$ cat src/rtl/aalhp_pkg.sv
`default_nettype none
package aalhp_pkg;

    localparam int WINDOW_BYTES_DEF = 16;
    localparam int DIV_STEPS = 27;
    localparam logic [26:0] DURATION_NUM = 27'd92160000;
    localparam logic [23:0] DEFAULT_RATE = 24'd44100;
    localparam logic [32:0] PTS_WRAP_MASK = 33'h1_FFFF_FFFF;
    localparam logic [7:0] ADTS_SYNC0 = 8'hFF;
    localparam logic [7:0] LATM_SYNC0 = 8'h56;
    localparam logic [4:0] AOT_ESCAPE = 5'd31;
    localparam logic [3:0] RATE_IDX_EXPLICIT = 4'hF;
    localparam logic CFG_START_MODE = 1'b0;
    localparam logic CFG_DETECT_MODE = 1'b1;

    typedef struct packed {
        logic accept;
        logic check;
        logic div_step;
        logic load;
        logic shift;
    } cmd_t;

    typedef struct packed {
        logic need_check;
        logic match;
        logic div_done;
        logic out_free;
        logic drop_last;
    } stat_t;

    function automatic logic [23:0] rate_lookup(input logic [3:0] idx);
        logic [23:0] r;
        case (idx)
            4'd0: r = 24'd96000;
            4'd1: r = 24'd88200;
            4'd2: r = 24'd64000;
            4'd3: r = 24'd48000;
            4'd4: r = 24'd44100;
            4'd5: r = 24'd32000;
            4'd6: r = 24'd24000;
            4'd7: r = 24'd22050;
            4'd8: r = 24'd16000;
            4'd9: r = 24'd12000;
            4'd10: r = 24'd11025;
            4'd11: r = 24'd8000;
            4'd12: r = 24'd7350;
            default: r = 24'd0;
        endcase
        return r;
    endfunction

endpackage
`default_nettype wire

$ cat src/rtl/aalhp_ctrl.sv
`default_nettype none
module aalhp_ctrl (
    input  wire logic            aclk,
    input  wire logic            aresetn,
    input  wire logic            s_tvalid,
    output logic                 s_tready,
    input  wire aalhp_pkg::stat_t stat,
    output aalhp_pkg::cmd_t      cmd
);

    typedef enum logic [2:0] {
        ST_IDLE,
        ST_CHECK,
        ST_DIV,
        ST_LOAD,
        ST_DROP
    } state_t;

    state_t state_reg;

    always_ff @(posedge aclk) begin
        if (!aresetn) begin
            state_reg <= ST_IDLE;
        end else begin
            unique case (state_reg)
                ST_IDLE: begin
                    if (s_tvalid && stat.need_check) state_reg <= ST_CHECK;
                end
                ST_CHECK: state_reg <= stat.match ? ST_DIV : ST_DROP;
                ST_DIV: begin
                    if (stat.div_done) state_reg <= ST_LOAD;
                end
                ST_LOAD: begin
                    if (stat.out_free) state_reg <= ST_DROP;
                end
                ST_DROP: begin
                    if (stat.drop_last) state_reg <= ST_IDLE;
                end
                default: state_reg <= ST_IDLE;
            endcase
        end
    end

    assign s_tready     = (state_reg == ST_IDLE);
    assign cmd.accept   = (state_reg == ST_IDLE) && s_tvalid;
    assign cmd.check    = (state_reg == ST_CHECK);
    assign cmd.div_step = (state_reg == ST_DIV) && !stat.div_done;
    assign cmd.load     = (state_reg == ST_LOAD) && stat.out_free;
    assign cmd.shift    = (state_reg == ST_DROP);

endmodule
`default_nettype wire

$ cat src/rtl/aalhp_dpath.sv
`default_nettype none
module aalhp_dpath #(
    parameter int WINDOW_BYTES = aalhp_pkg::WINDOW_BYTES_DEF
) (
    input  wire logic            aclk,
    input  wire logic            aresetn,
    input  wire logic            cfg_we,
    input  wire logic [0:0]      cfg_index,
    input  wire logic [0:0]      cfg_data,
    input  wire logic [7:0]      in_byte,
    input  wire logic            in_pts_load,
    input  wire logic [32:0]     in_pts_value,
    input  wire aalhp_pkg::cmd_t cmd,
    output aalhp_pkg::stat_t     stat,
    input  wire logic            m_tready,
    output logic                 m_tvalid,
    output logic [13:0]          out_frame_bytes,
    output logic [23:0]          out_sample_rate,
    output logic [3:0]           out_channel_config,
    output logic [32:0]          out_frame_pts,
    output logic [26:0]          out_frame_duration,
    output logic                 out_is_latm
);

    localparam int IW = $clog2(WINDOW_BYTES);
    localparam int FW = $clog2(WINDOW_BYTES + 1);
    localparam logic [FW-1:0] FILL_LAST = FW'(WINDOW_BYTES - 1);
    localparam logic [13:0] WIN14 = 14'(WINDOW_BYTES);

    logic [7:0]    win_reg [WINDOW_BYTES];
    logic [FW-1:0] fill_reg;
    logic [13:0]   skip_reg;
    logic          mode_reg;
    logic          detect_reg;
    logic          configured_reg;
    logic [23:0]   rate_reg;
    logic [3:0]    chan_reg;
    logic [32:0]   pts_reg;
    logic [13:0]   fsize_reg;
    logic [FW-1:0] drop_reg;
    logic [23:0]   rem_reg;
    logic [26:0]   quot_reg;
    logic [4:0]    div_cnt_reg;
    logic          m_tvalid_reg;

    logic [0:127] hb;
    logic         adts, latm, mode_eff, cfg_now, match;
    logic [4:0]   aot;
    logic [3:0]   lidx;
    logic [23:0]  latm_rate, new_rate, rate_fin;
    logic [3:0]   latm_ch, new_ch;
    logic [13:0]  fsize, ncount, dcount;
    logic [24:0]  rem_sh;
    logic         ge;

    always_comb begin
        for (int i = 0; i < 16; i++) begin
            for (int j = 0; j < 8; j++) begin
                hb[8*i + j] = win_reg[i][7-j];
            end
        end
    end

    always_comb begin
        adts = (win_reg[0] == aalhp_pkg::ADTS_SYNC0) && (win_reg[1][7:4] == 4'hF);
        latm = (win_reg[0] == aalhp_pkg::LATM_SYNC0) && (win_reg[1][7:5] == 3'h7);
        mode_eff = mode_reg;
        if (detect_reg) begin
            if (!mode_reg && latm) mode_eff = 1'b1;
            else if (mode_reg && adts) mode_eff = 1'b0;
        end
        aot = hb[40 +: 5];
        if (aot == aalhp_pkg::AOT_ESCAPE) begin
            lidx = hb[51 +: 4];
            if (lidx == aalhp_pkg::RATE_IDX_EXPLICIT) begin
                latm_rate = hb[55 +: 24];
                latm_ch   = hb[79 +: 4];
            end else begin
                latm_rate = aalhp_pkg::rate_lookup(lidx);
                latm_ch   = hb[55 +: 4];
            end
        end else begin
            lidx = hb[45 +: 4];
            if (lidx == aalhp_pkg::RATE_IDX_EXPLICIT) begin
                latm_rate = hb[49 +: 24];
                latm_ch   = hb[73 +: 4];
            end else begin
                latm_rate = aalhp_pkg::rate_lookup(lidx);
                latm_ch   = hb[49 +: 4];
            end
        end
        cfg_now = 1'b0;
        if (!mode_eff) begin
            match    = adts;
            new_rate = aalhp_pkg::rate_lookup(hb[18 +: 4]);
            new_ch   = {1'b0, hb[23 +: 3]};
            fsize    = {1'b0, hb[30 +: 13]};
        end else begin
            cfg_now  = latm && !hb[24] && !hb[25];
            match    = latm && (cfg_now || configured_reg);
            new_rate = cfg_now ? latm_rate : rate_reg;
            new_ch   = cfg_now ? latm_ch : chan_reg;
            fsize    = {1'b0, hb[11 +: 13]} + 14'd3;
        end
        rate_fin = (new_rate == 24'd0) ? aalhp_pkg::DEFAULT_RATE : new_rate;
        ncount = (fsize == 14'd0) ? 14'd1 : fsize;
        dcount = (ncount > WIN14) ? WIN14 : ncount;
    end

    assign rem_sh = {rem_reg, quot_reg[26]};
    assign ge     = (rem_sh >= {1'b0, rate_reg});

    always_ff @(posedge aclk) begin
        if (!aresetn) begin
            fill_reg       <= '0;
            skip_reg       <= '0;
            mode_reg       <= 1'b0;
            detect_reg     <= 1'b0;
            configured_reg <= 1'b0;
            rate_reg       <= '0;
            chan_reg       <= '0;
            pts_reg        <= '0;
            drop_reg       <= '0;
            div_cnt_reg    <= '0;
            m_tvalid_reg   <= 1'b0;
        end else begin
            if (cfg_we) begin
                if (cfg_index == aalhp_pkg::CFG_START_MODE) mode_reg <= cfg_data[0];
                else detect_reg <= cfg_data[0];
            end
            if (cmd.accept) begin
                if (in_pts_load) pts_reg <= in_pts_value;
                if (skip_reg != 14'd0) begin
                    skip_reg <= skip_reg - 14'd1;
                end else begin
                    win_reg[fill_reg[IW-1:0]] <= in_byte;
                    fill_reg <= fill_reg + FW'(1);
                end
            end
            if (cmd.check) begin
                mode_reg <= mode_eff;
                if (match) begin
                    rate_reg  <= rate_fin;
                    chan_reg  <= new_ch;
                    fsize_reg <= fsize;
                    if (cfg_now) configured_reg <= 1'b1;
                    drop_reg  <= dcount[FW-1:0];
                    skip_reg  <= ncount - dcount;
                end else begin
                    drop_reg  <= FW'(1);
                end
                rem_reg     <= '0;
                quot_reg    <= aalhp_pkg::DURATION_NUM;
                div_cnt_reg <= '0;
            end
            if (cmd.div_step) begin
                rem_reg     <= ge ? 24'(rem_sh - {1'b0, rate_reg}) : rem_sh[23:0];
                quot_reg    <= {quot_reg[25:0], ge};
                div_cnt_reg <= div_cnt_reg + 5'd1;
            end
            if (m_tvalid_reg && m_tready) m_tvalid_reg <= 1'b0;
            if (cmd.load) begin
                m_tvalid_reg       <= 1'b1;
                out_frame_bytes    <= fsize_reg;
                out_sample_rate    <= rate_reg;
                out_channel_config <= chan_reg;
                out_frame_pts      <= pts_reg;
                out_frame_duration <= quot_reg;
                out_is_latm        <= mode_reg;
                pts_reg <= (pts_reg + {6'd0, quot_reg}) & aalhp_pkg::PTS_WRAP_MASK;
            end
            if (cmd.shift) begin
                for (int i = 0; i < WINDOW_BYTES - 1; i++) begin
                    win_reg[i] <= win_reg[i+1];
                end
                win_reg[WINDOW_BYTES-1] <= 8'd0;
                fill_reg <= fill_reg - FW'(1);
                drop_reg <= drop_reg - FW'(1);
            end
        end
    end

    assign m_tvalid        = m_tvalid_reg;
    assign stat.need_check = (skip_reg == 14'd0) && (fill_reg == FILL_LAST);
    assign stat.match      = match;
    assign stat.div_done   = (div_cnt_reg == 5'(aalhp_pkg::DIV_STEPS));
    assign stat.out_free   = !m_tvalid_reg || m_tready;
    assign stat.drop_last  = (drop_reg == FW'(1));

endmodule
`default_nettype wire

$ cat src/rtl/aac_adts_latm_header_parser_unit.sv
// AAC ADTS/LATM frame header parser.
// The slave stream carries one elementary stream byte per transfer; tuser
// holds the timestamp load flag and tdata the byte and the new timestamp.
// The master stream carries one transfer per frame header found, with the
// frame size, sampling rate, channel configuration, timestamp and duration
// in tdata and the LATM flag in tuser.
// The byte that fills the look-ahead window starts a check: the head is
// tested, then on a miss one byte is dropped from the window; on a match
// the bit serial divider works out the duration in 27 steps, the output
// register is loaded once it is free, and the frame's bytes in the window
// are dropped (at most the window depth) and the rest of the frame skipped.
// The output register holds one result, so the next bytes are taken while a
// result waits; a header found while it is still full waits for it.
// Reset empties the window, clears the timestamp, stored configuration and
// skip count, and selects ADTS mode. Configuration writes take effect at
// once; index 0 also reloads the current mode.
`default_nettype none
module aac_adts_latm_header_parser_unit #(
    parameter int WINDOW_BYTES = aalhp_pkg::WINDOW_BYTES_DEF
) (
    input  wire logic         aclk,
    input  wire logic         aresetn,
    input  wire logic         cfg_we,
    input  wire logic [0:0]   cfg_index,
    input  wire logic [0:0]   cfg_data,
    input  wire logic         s_tvalid,
    output logic              s_tready,
    input  wire logic [47:0]  s_tdata,   // data_byte, pts_value, zero fill
    input  wire logic [0:0]   s_tuser,   // pts_load
    output logic              m_tvalid,
    input  wire logic         m_tready,
    output logic [103:0]      m_tdata,   // frame_bytes, sample_rate,
                                         // channel_config, frame_pts,
                                         // frame_duration, zero fill
    output logic [0:0]        m_tuser    // is_latm
);

    aalhp_pkg::cmd_t  cmd;
    aalhp_pkg::stat_t stat;
    logic [13:0] frame_bytes;
    logic [23:0] sample_rate;
    logic [3:0]  channel_config;
    logic [32:0] frame_pts;
    logic [26:0] frame_duration;
    logic        is_latm;

    aalhp_ctrl u_ctrl (
        .aclk(aclk), .aresetn(aresetn), .s_tvalid(s_tvalid),
        .s_tready(s_tready), .stat(stat), .cmd(cmd)
    );

    aalhp_dpath #(.WINDOW_BYTES(WINDOW_BYTES)) u_dpath (
        .aclk(aclk), .aresetn(aresetn),
        .cfg_we(cfg_we), .cfg_index(cfg_index), .cfg_data(cfg_data),
        .in_byte(s_tdata[7:0]), .in_pts_load(s_tuser[0]),
        .in_pts_value(s_tdata[40:8]),
        .cmd(cmd), .stat(stat), .m_tready(m_tready), .m_tvalid(m_tvalid),
        .out_frame_bytes(frame_bytes), .out_sample_rate(sample_rate),
        .out_channel_config(channel_config), .out_frame_pts(frame_pts),
        .out_frame_duration(frame_duration), .out_is_latm(is_latm)
    );

    assign m_tdata = {2'b00, frame_duration, frame_pts, channel_config,
                      sample_rate, frame_bytes};
    assign m_tuser = is_latm;

    a_load_free: assert property (@(posedge aclk) disable iff (!aresetn)
        cmd.load |-> stat.out_free) else $error("output loaded while full");
    a_miss_drop: assert property (@(posedge aclk) disable iff (!aresetn)
        (cmd.check && !stat.match) |=> cmd.shift) else $error("miss not dropped");
    a_out_src: assert property (@(posedge aclk) disable iff (!aresetn)
        $rose(m_tvalid) |-> $past(cmd.load)) else $error("result without load");

endmodule
`default_nettype wire
$ cat config.mk
export PLATFORM = sky130hd
export DESIGN_NAME = aac_adts_latm_header_parser_unit
export DESIGN_NICKNAME = d
export VERILOG_FILES = /design/src/rtl/aalhp_pkg.sv /design/src/rtl/aalhp_ctrl.sv /design/src/rtl/aalhp_dpath.sv /design/src/rtl/aac_adts_latm_header_parser_unit.sv
export SDC_FILE = /design/constraint.sdc
export NUM_CORES = 1
export LEC_CHECK = 0
export BUFFER_PORTS_ARGS = -buffer_cell sky130_fd_sc_hd__buf_2
export CAP_MARGIN = 10
export CORE_MARGIN = 2
export CORE_UTILIZATION = 40
export DETAILED_ROUTE_END_ITERATION = 8
export GPL_TIMING_DRIVEN = 0
export SYNTH_ARGS = -nofsm -noshare
export SYNTH_HDL_FRONTEND = slang
export SYNTH_SLANG_ARGS = --single-unit
$ cat constraint.sdc
create_clock -name aclk -period 8.6 [get_ports aclk]
set_input_delay 0.86 -clock aclk [delete_from_list [all_inputs] [get_ports aclk]]
set_output_delay 0.86 -clock aclk [all_outputs]
set_load 0.1 [all_outputs]
# Word level (Yosys, flattened, before mapping)
# Memory sizes are Yosys's and may differ from the RTL's.
# Cells that the tools add are included.
[classes] add_sub_neg=9 order_cmp=2 n_eq_ne=21 muxes=60 n_reduce_logical=44
[op_table] operator="$mux 24" n=9
[op_table] operator="$mux 33" n=3
[op_table] operator="$mux 14" n=7
[op_table] operator="$mux 27" n=2
[op_table] operator="$mux 5" n=8
[op_table] operator="$add 33x27->33" n=1
[op_table] operator="$logic_not 14->1" n=2
[op_table] operator="$ge 25x24->1" n=1
[op_table] operator="$logic_not 24->1" n=1
[op_table] operator="$mux 4" n=6
[op_table] operator="$sub 24x24->24" n=1
[op_table] operator="$mux 1" n=18
[op_table] operator="$mux 3" n=5
[op_table] operator="$pmux 3 s5" n=1
[op_table] operator="$add 13x2->14 const B" n=1
[op_table] operator="$gt 14x5->1 const B" n=1
[op_table] operator="$reduce_and 2->1" n=7
[op_table] operator="$reduce_bool 14->1" n=1
[op_table] operator="$reduce_bool 2->1" n=7
[op_table] operator="$sub 14x1->14 const B" n=1
[op_table] operator="$sub 14x14->14" n=1
[op_table] operator="$logic_and 1x1->1" n=13
[op_table] operator="$eq 4x4->1 const B" n=3
[op_table] operator="$add 5x1->5 const B" n=2
[op_table] operator="other kinds (18)" n=34
[word_totals] ff_bits=265 ram_bits=128 romBits=816 in_bits=56 output_inout_bits=107 n_memories=4
[mem_list] name="(no name shown)" words=16 width=17 rd=1 rd_ports_with_merged_regs=0 wr=0 line_no="aalhp_pkg.sv:34" source="case (idx)"
[mem_list] name="(no name shown)" words=16 width=17 rd=1 rd_ports_with_merged_regs=0 wr=0 line_no="aalhp_pkg.sv:34"
[mem_list] name="(no name shown)" words=16 width=17 rd=1 rd_ports_with_merged_regs=0 wr=0 line_no="aalhp_pkg.sv:34"
[mem_list] name="u_dpath.win_reg" words=16 width=8 rd=16 rd_ports_with_merged_regs=0 wr=16 line_no="aalhp_dpath.sv:30" source="logic [7:0] win_reg [WINDOW_BYTES];"

# Depth between registers and ports, before layout
# An unclocked memory read counts as a cell.
[depth] depth_word=15 mapped_depth=16 mapped_depth_nobuf=15

# By module
# Synthesis repeated with hierarchy kept, for this count alone.
[unflattened] hier_cells=2109 hier_area_um2=21473.1
[modules_own_cells] mod="aalhp_dpath" n_inst=1 cells_each=2077 area_each_um2=21200.3
[modules_own_cells] mod="aalhp_ctrl" n_inst=1 cells_each=29 area_each_um2=254.0
[modules_own_cells] mod="aac_adts_latm_header_parser_unit" n_inst=1 cells_each=3 area_each_um2=18.8

# Worst setup path before layout
# OpenSTA, ideal clock, no wires.
[synth_path] path_type="input -> register" start="in m_tready" end="reg u_dpath.out_channel_config[0] (enable)" arrival_ps=5923 required_ps=8034 setup_slack_ps=2111 cell_stages=5 n_path_buf=2 cell_sequence="nand2b_1 -> nand3_1 -> clkbuf_1 -> buf_1 -> nor2_1"
[synth_between] elab_chain_cells=3
[synth_lines] item="from (decl)" line_no="aac_adts_latm_header_parser_unit.sv:31" source="input wire logic m_tready,"
[synth_lines] item="$logic_or 1x1->1" line_no="aalhp_dpath.sv:187" source="assign stat.out_free = !m_tvalid_reg || m_tready;"
[synth_lines] item="$logic_and 1x1->1" line_no="aalhp_ctrl.sv:48" source="assign cmd.load = (state_reg == ST_LOAD) && stat.out_free;"
[synth_lines] item="$reduce_and 2->1 (no source line)"
[synth_lines] item="to (signal assigned)" line_no="aalhp_dpath.sv:166" source="out_channel_config <= chan_reg;"
[synth_lines] item="to (decl)" line_no="aalhp_dpath.sv:19" source="output logic [3:0] out_channel_config,"
# No other way between the ends.
# A chain may end at the register's enable or synchronous reset.

==> flow_summary.toml <==
[cells_and_area]
area_growth_pct = 16.1
final_util = 0.469
fin_nets = 2476
final_cell_mix = "399 x nand2_1, 288 x edfxtp_1, 177 x buf_2"
layout_commonest_cell = "nand2_1"
fin_area_um2 = 24000
fillCellCount = 4878
largest_register_ffs = 128
diodes = 0
layout-drive-gt1-share = 0.126

[logic_synthesis]
synth_area_um2 = 20700
postSynthAreaPerCell_um2 = 9.76
synth_top_area_share = 0.418
synth_top_cell_by_area = "edfxtp_1"
ys_ff_latch = 393
synth_cell_types = 84
synth_edf_count = 288
synth-seq-area-share = 0.519
async_reset_ff_frac = 0
synth_cells = 2123
synth_area_leaders = "edfxtp_1 42%, dfxtp_1 10%, nand2_1 7.2%"
synth_ff_type = "edfxtp_1"
synth_warnings = 0

[power_and_ir_drop]
p_per_area_nw_per_um2 = 185
p_leak_nw = 8.86
swShare = 0.235
combinationalPowerShare = 0.083
p_clk_frac = 0.446
power.total_mw = 4.46
internal_power_mw = 3.41
seqPwrFrac = 0.471
ir_drop_mv = 0.133
p_sw_mw = 1.05

[run_status]
status = "completed"

[timing]
slew_headroom = 0.123
worst_slew_pin_slew_ns = 1.28
worst_clock_skew_ns = 0.0153
finalMaxSlewViolations = 0
setup_violations = 0
setup_ws_ns = 4.32
post-route-min-period_ns = 4.28
setup_tns_ns = 0
hold_violations = 0
timing.final.crit_share = 0.498
rsz0062_at_grt = "no"
fmax_mhz = 234

[floorplanning]
start_util = 0.404
row_count = 83
die-area_um2 = 53600
io_pins = 163
die_w_um = 232
die_y_um = 232
core_area_um2 = 51300

[routing]
wl_met2_um = 30200
ant_nets = 0
wl_per_cell_um = 20.6
wirelength_um = 62900
drtPass1Iterations = 6
drc = 0
highest_layer = "met4"
first_iter_violations = 1656
routed_via_density = 5.66
wl_met3_um = 4150
via_count = 17300
wl_met1_um = 26700

[cts]
root_buffer = "clkbuf_16"
cts_tree = "yes"
path_clk_slew_ns = 0.07
htreeDepth = 2
cts_made_buffers = 44
cts.path.max_buffers = 3
cts.sinks = 393
clk_latency_ns = 0.58
postCtsHoldBufs = 0
cts_resized = 0
post-cts-setup-buffer-count = 0

[global_routing]
grt_pass1_wl_um = 95300
grt_usage = 0.231
grt_max_degree = 37
grt_pass1_vias = 16300
antenna_found_initial = 0
grt_overflow = 0

[setup_path]
worst_r2r_endpoint = "u_dpath.win_reg[0][0]"
r2r_setup_slack_ns = 4.32
critPathCapture = "u_dpath.win_reg[0][0]"
cp-end-kind = "register"
path_max_fanout = 8
critical_path_class = "register to register"
ff2ff_path_depth = 8
worstSetupStartpointType = "register"
worstPathRequired_ns = 8.78
rr_startpoint = "u_dpath.skip_reg[4]"
cp.arrival_ns = 4.46
crit_start = "u_dpath.skip_reg[4]"

[place]
place_ws_ns = 4.32
io_buffers = 153
hpwl_um = 47900
globalplace.congestion = 0.963
placed_area_um2 = 22400

[run]
maxCapViolCount = 0

[hold_path]
hold_path_class = "register to register"
-- metal layers --
layer  track usage  vias up
met5             0        -
met4        0.0725        0
met3        0.0369      113
met2         0.390      638
met1         0.303     8411
li1              -     8130
-- cells in the mapped netlist, drive strengths merged, types with 19 or more instances --
master,count
a211oi,43
a21o,23
a21oi,106
a311oi,25
a31oi,27
and2,24
and3,22
buf,31
clkbuf,91
dfxtp,105
edfxtp,288
ha,78
inv,78
mux2i,33
nand2,399
nand2b,30
nand3,60
nand4,20
nor2,170
nor2b,19
nor3,33
o21ai,144
or3,19
xnor2,39
xor2,28
-- power by group through the flow --
stage / Combinational, mW / Sequential (mW) / Clock [mW]
after floorplan: 0.263 / 2.13 / 0
after global placement: 0.353 / 2.14 / 0
after detailed placement: 0.360 / 2.14 / 0
after CTS: 0.363 / 2.10 / 2.02
after global routing: 0.404 / 2.11 / 2.10
final: 0.368 / 2.10 / 1.99
-- final cells by class --
type | instances | area (um2) | area share
Buffer | 122 | 499 | 0.0208
Clock buffer | 61 | 1290 | 0.0537
Clock inverter | 20 | 256 | 0.0107
Inverter | 80 | 300 | 0.0125
Multi-Input combinational cell | 1530 | 9180 | 0.382
Sequential cell | 393 | 10800 | 0.447
Tap cell | 680 | 851 | 0.0354
Timing Repair Buffer | 168 | 913 | 0.0380
-- metrics by stage --
| stage | cells | hold slack (ns) |
|---|---|---|
| final | 3054 | 0.422 |
| after global placement | 2958 | 0.409 |
| after CTS | 3044 | 0.426 |
| after global routing | 3054 | 0.436 |
| after floorplan | 2125 | 0.400 |
| after detailed placement | 2963 | 0.407 |
-- kinds of logic (layout without fill, tap and decap cells) --
family | after synthesis | in the layout | share of synthesized area
adders and majority gates | 82 | 82 | 0.0505
muxes | 44 | 44 | 0.0236
buffers and inverters | 202 | 451 | 0.0386
other | 1 | 3 | 0.000181
DFF | 393 | 393 | 0.519
xor gates and xnor gates | 67 | 67 | 0.0283
AOI/OAI and AO/OA | 498 | 498 | 0.157
and+or+nand+nor | 836 | 836 | 0.183
-- worst max-delay path, stage by stage (launching register included) --
cell     delay (ns)
dfxtp_1        0.35
or3_1          0.42
or4_4          0.46
nor3_2         0.27
nand3_1        0.18
nor2_1         0.58
nand2_1        0.27
or3_1          0.42
o21ai_0        0.93
-- worst min-delay path by stage --
| stage | startpoint | endpoint | slack (ns) | depth (start not counted) |
|---|---|---|---|---|
| finish | u_dpath.fsize_reg[2] | u_dpath.out_frame_bytes[2] | 0.42 | 0 |
| global route | u_dpath.fsize_reg[3] | u_dpath.out_frame_bytes[3] | 0.44 | 0 |
| CTS | u_dpath.fsize_reg[2] | u_dpath.out_frame_bytes[2] | 0.43 | 0 |
| detailed placement | u_dpath.fsize_reg[9] | u_dpath.out_frame_bytes[9] | 0.41 | 0 |
| global placement | u_dpath.fsize_reg[2] | u_dpath.out_frame_bytes[2] | 0.41 | 0 |
| floorplan | u_dpath.fsize_reg[0] | u_dpath.out_frame_bytes[0] | 0.40 | 0 |
(Power assumes the default switching activity.)
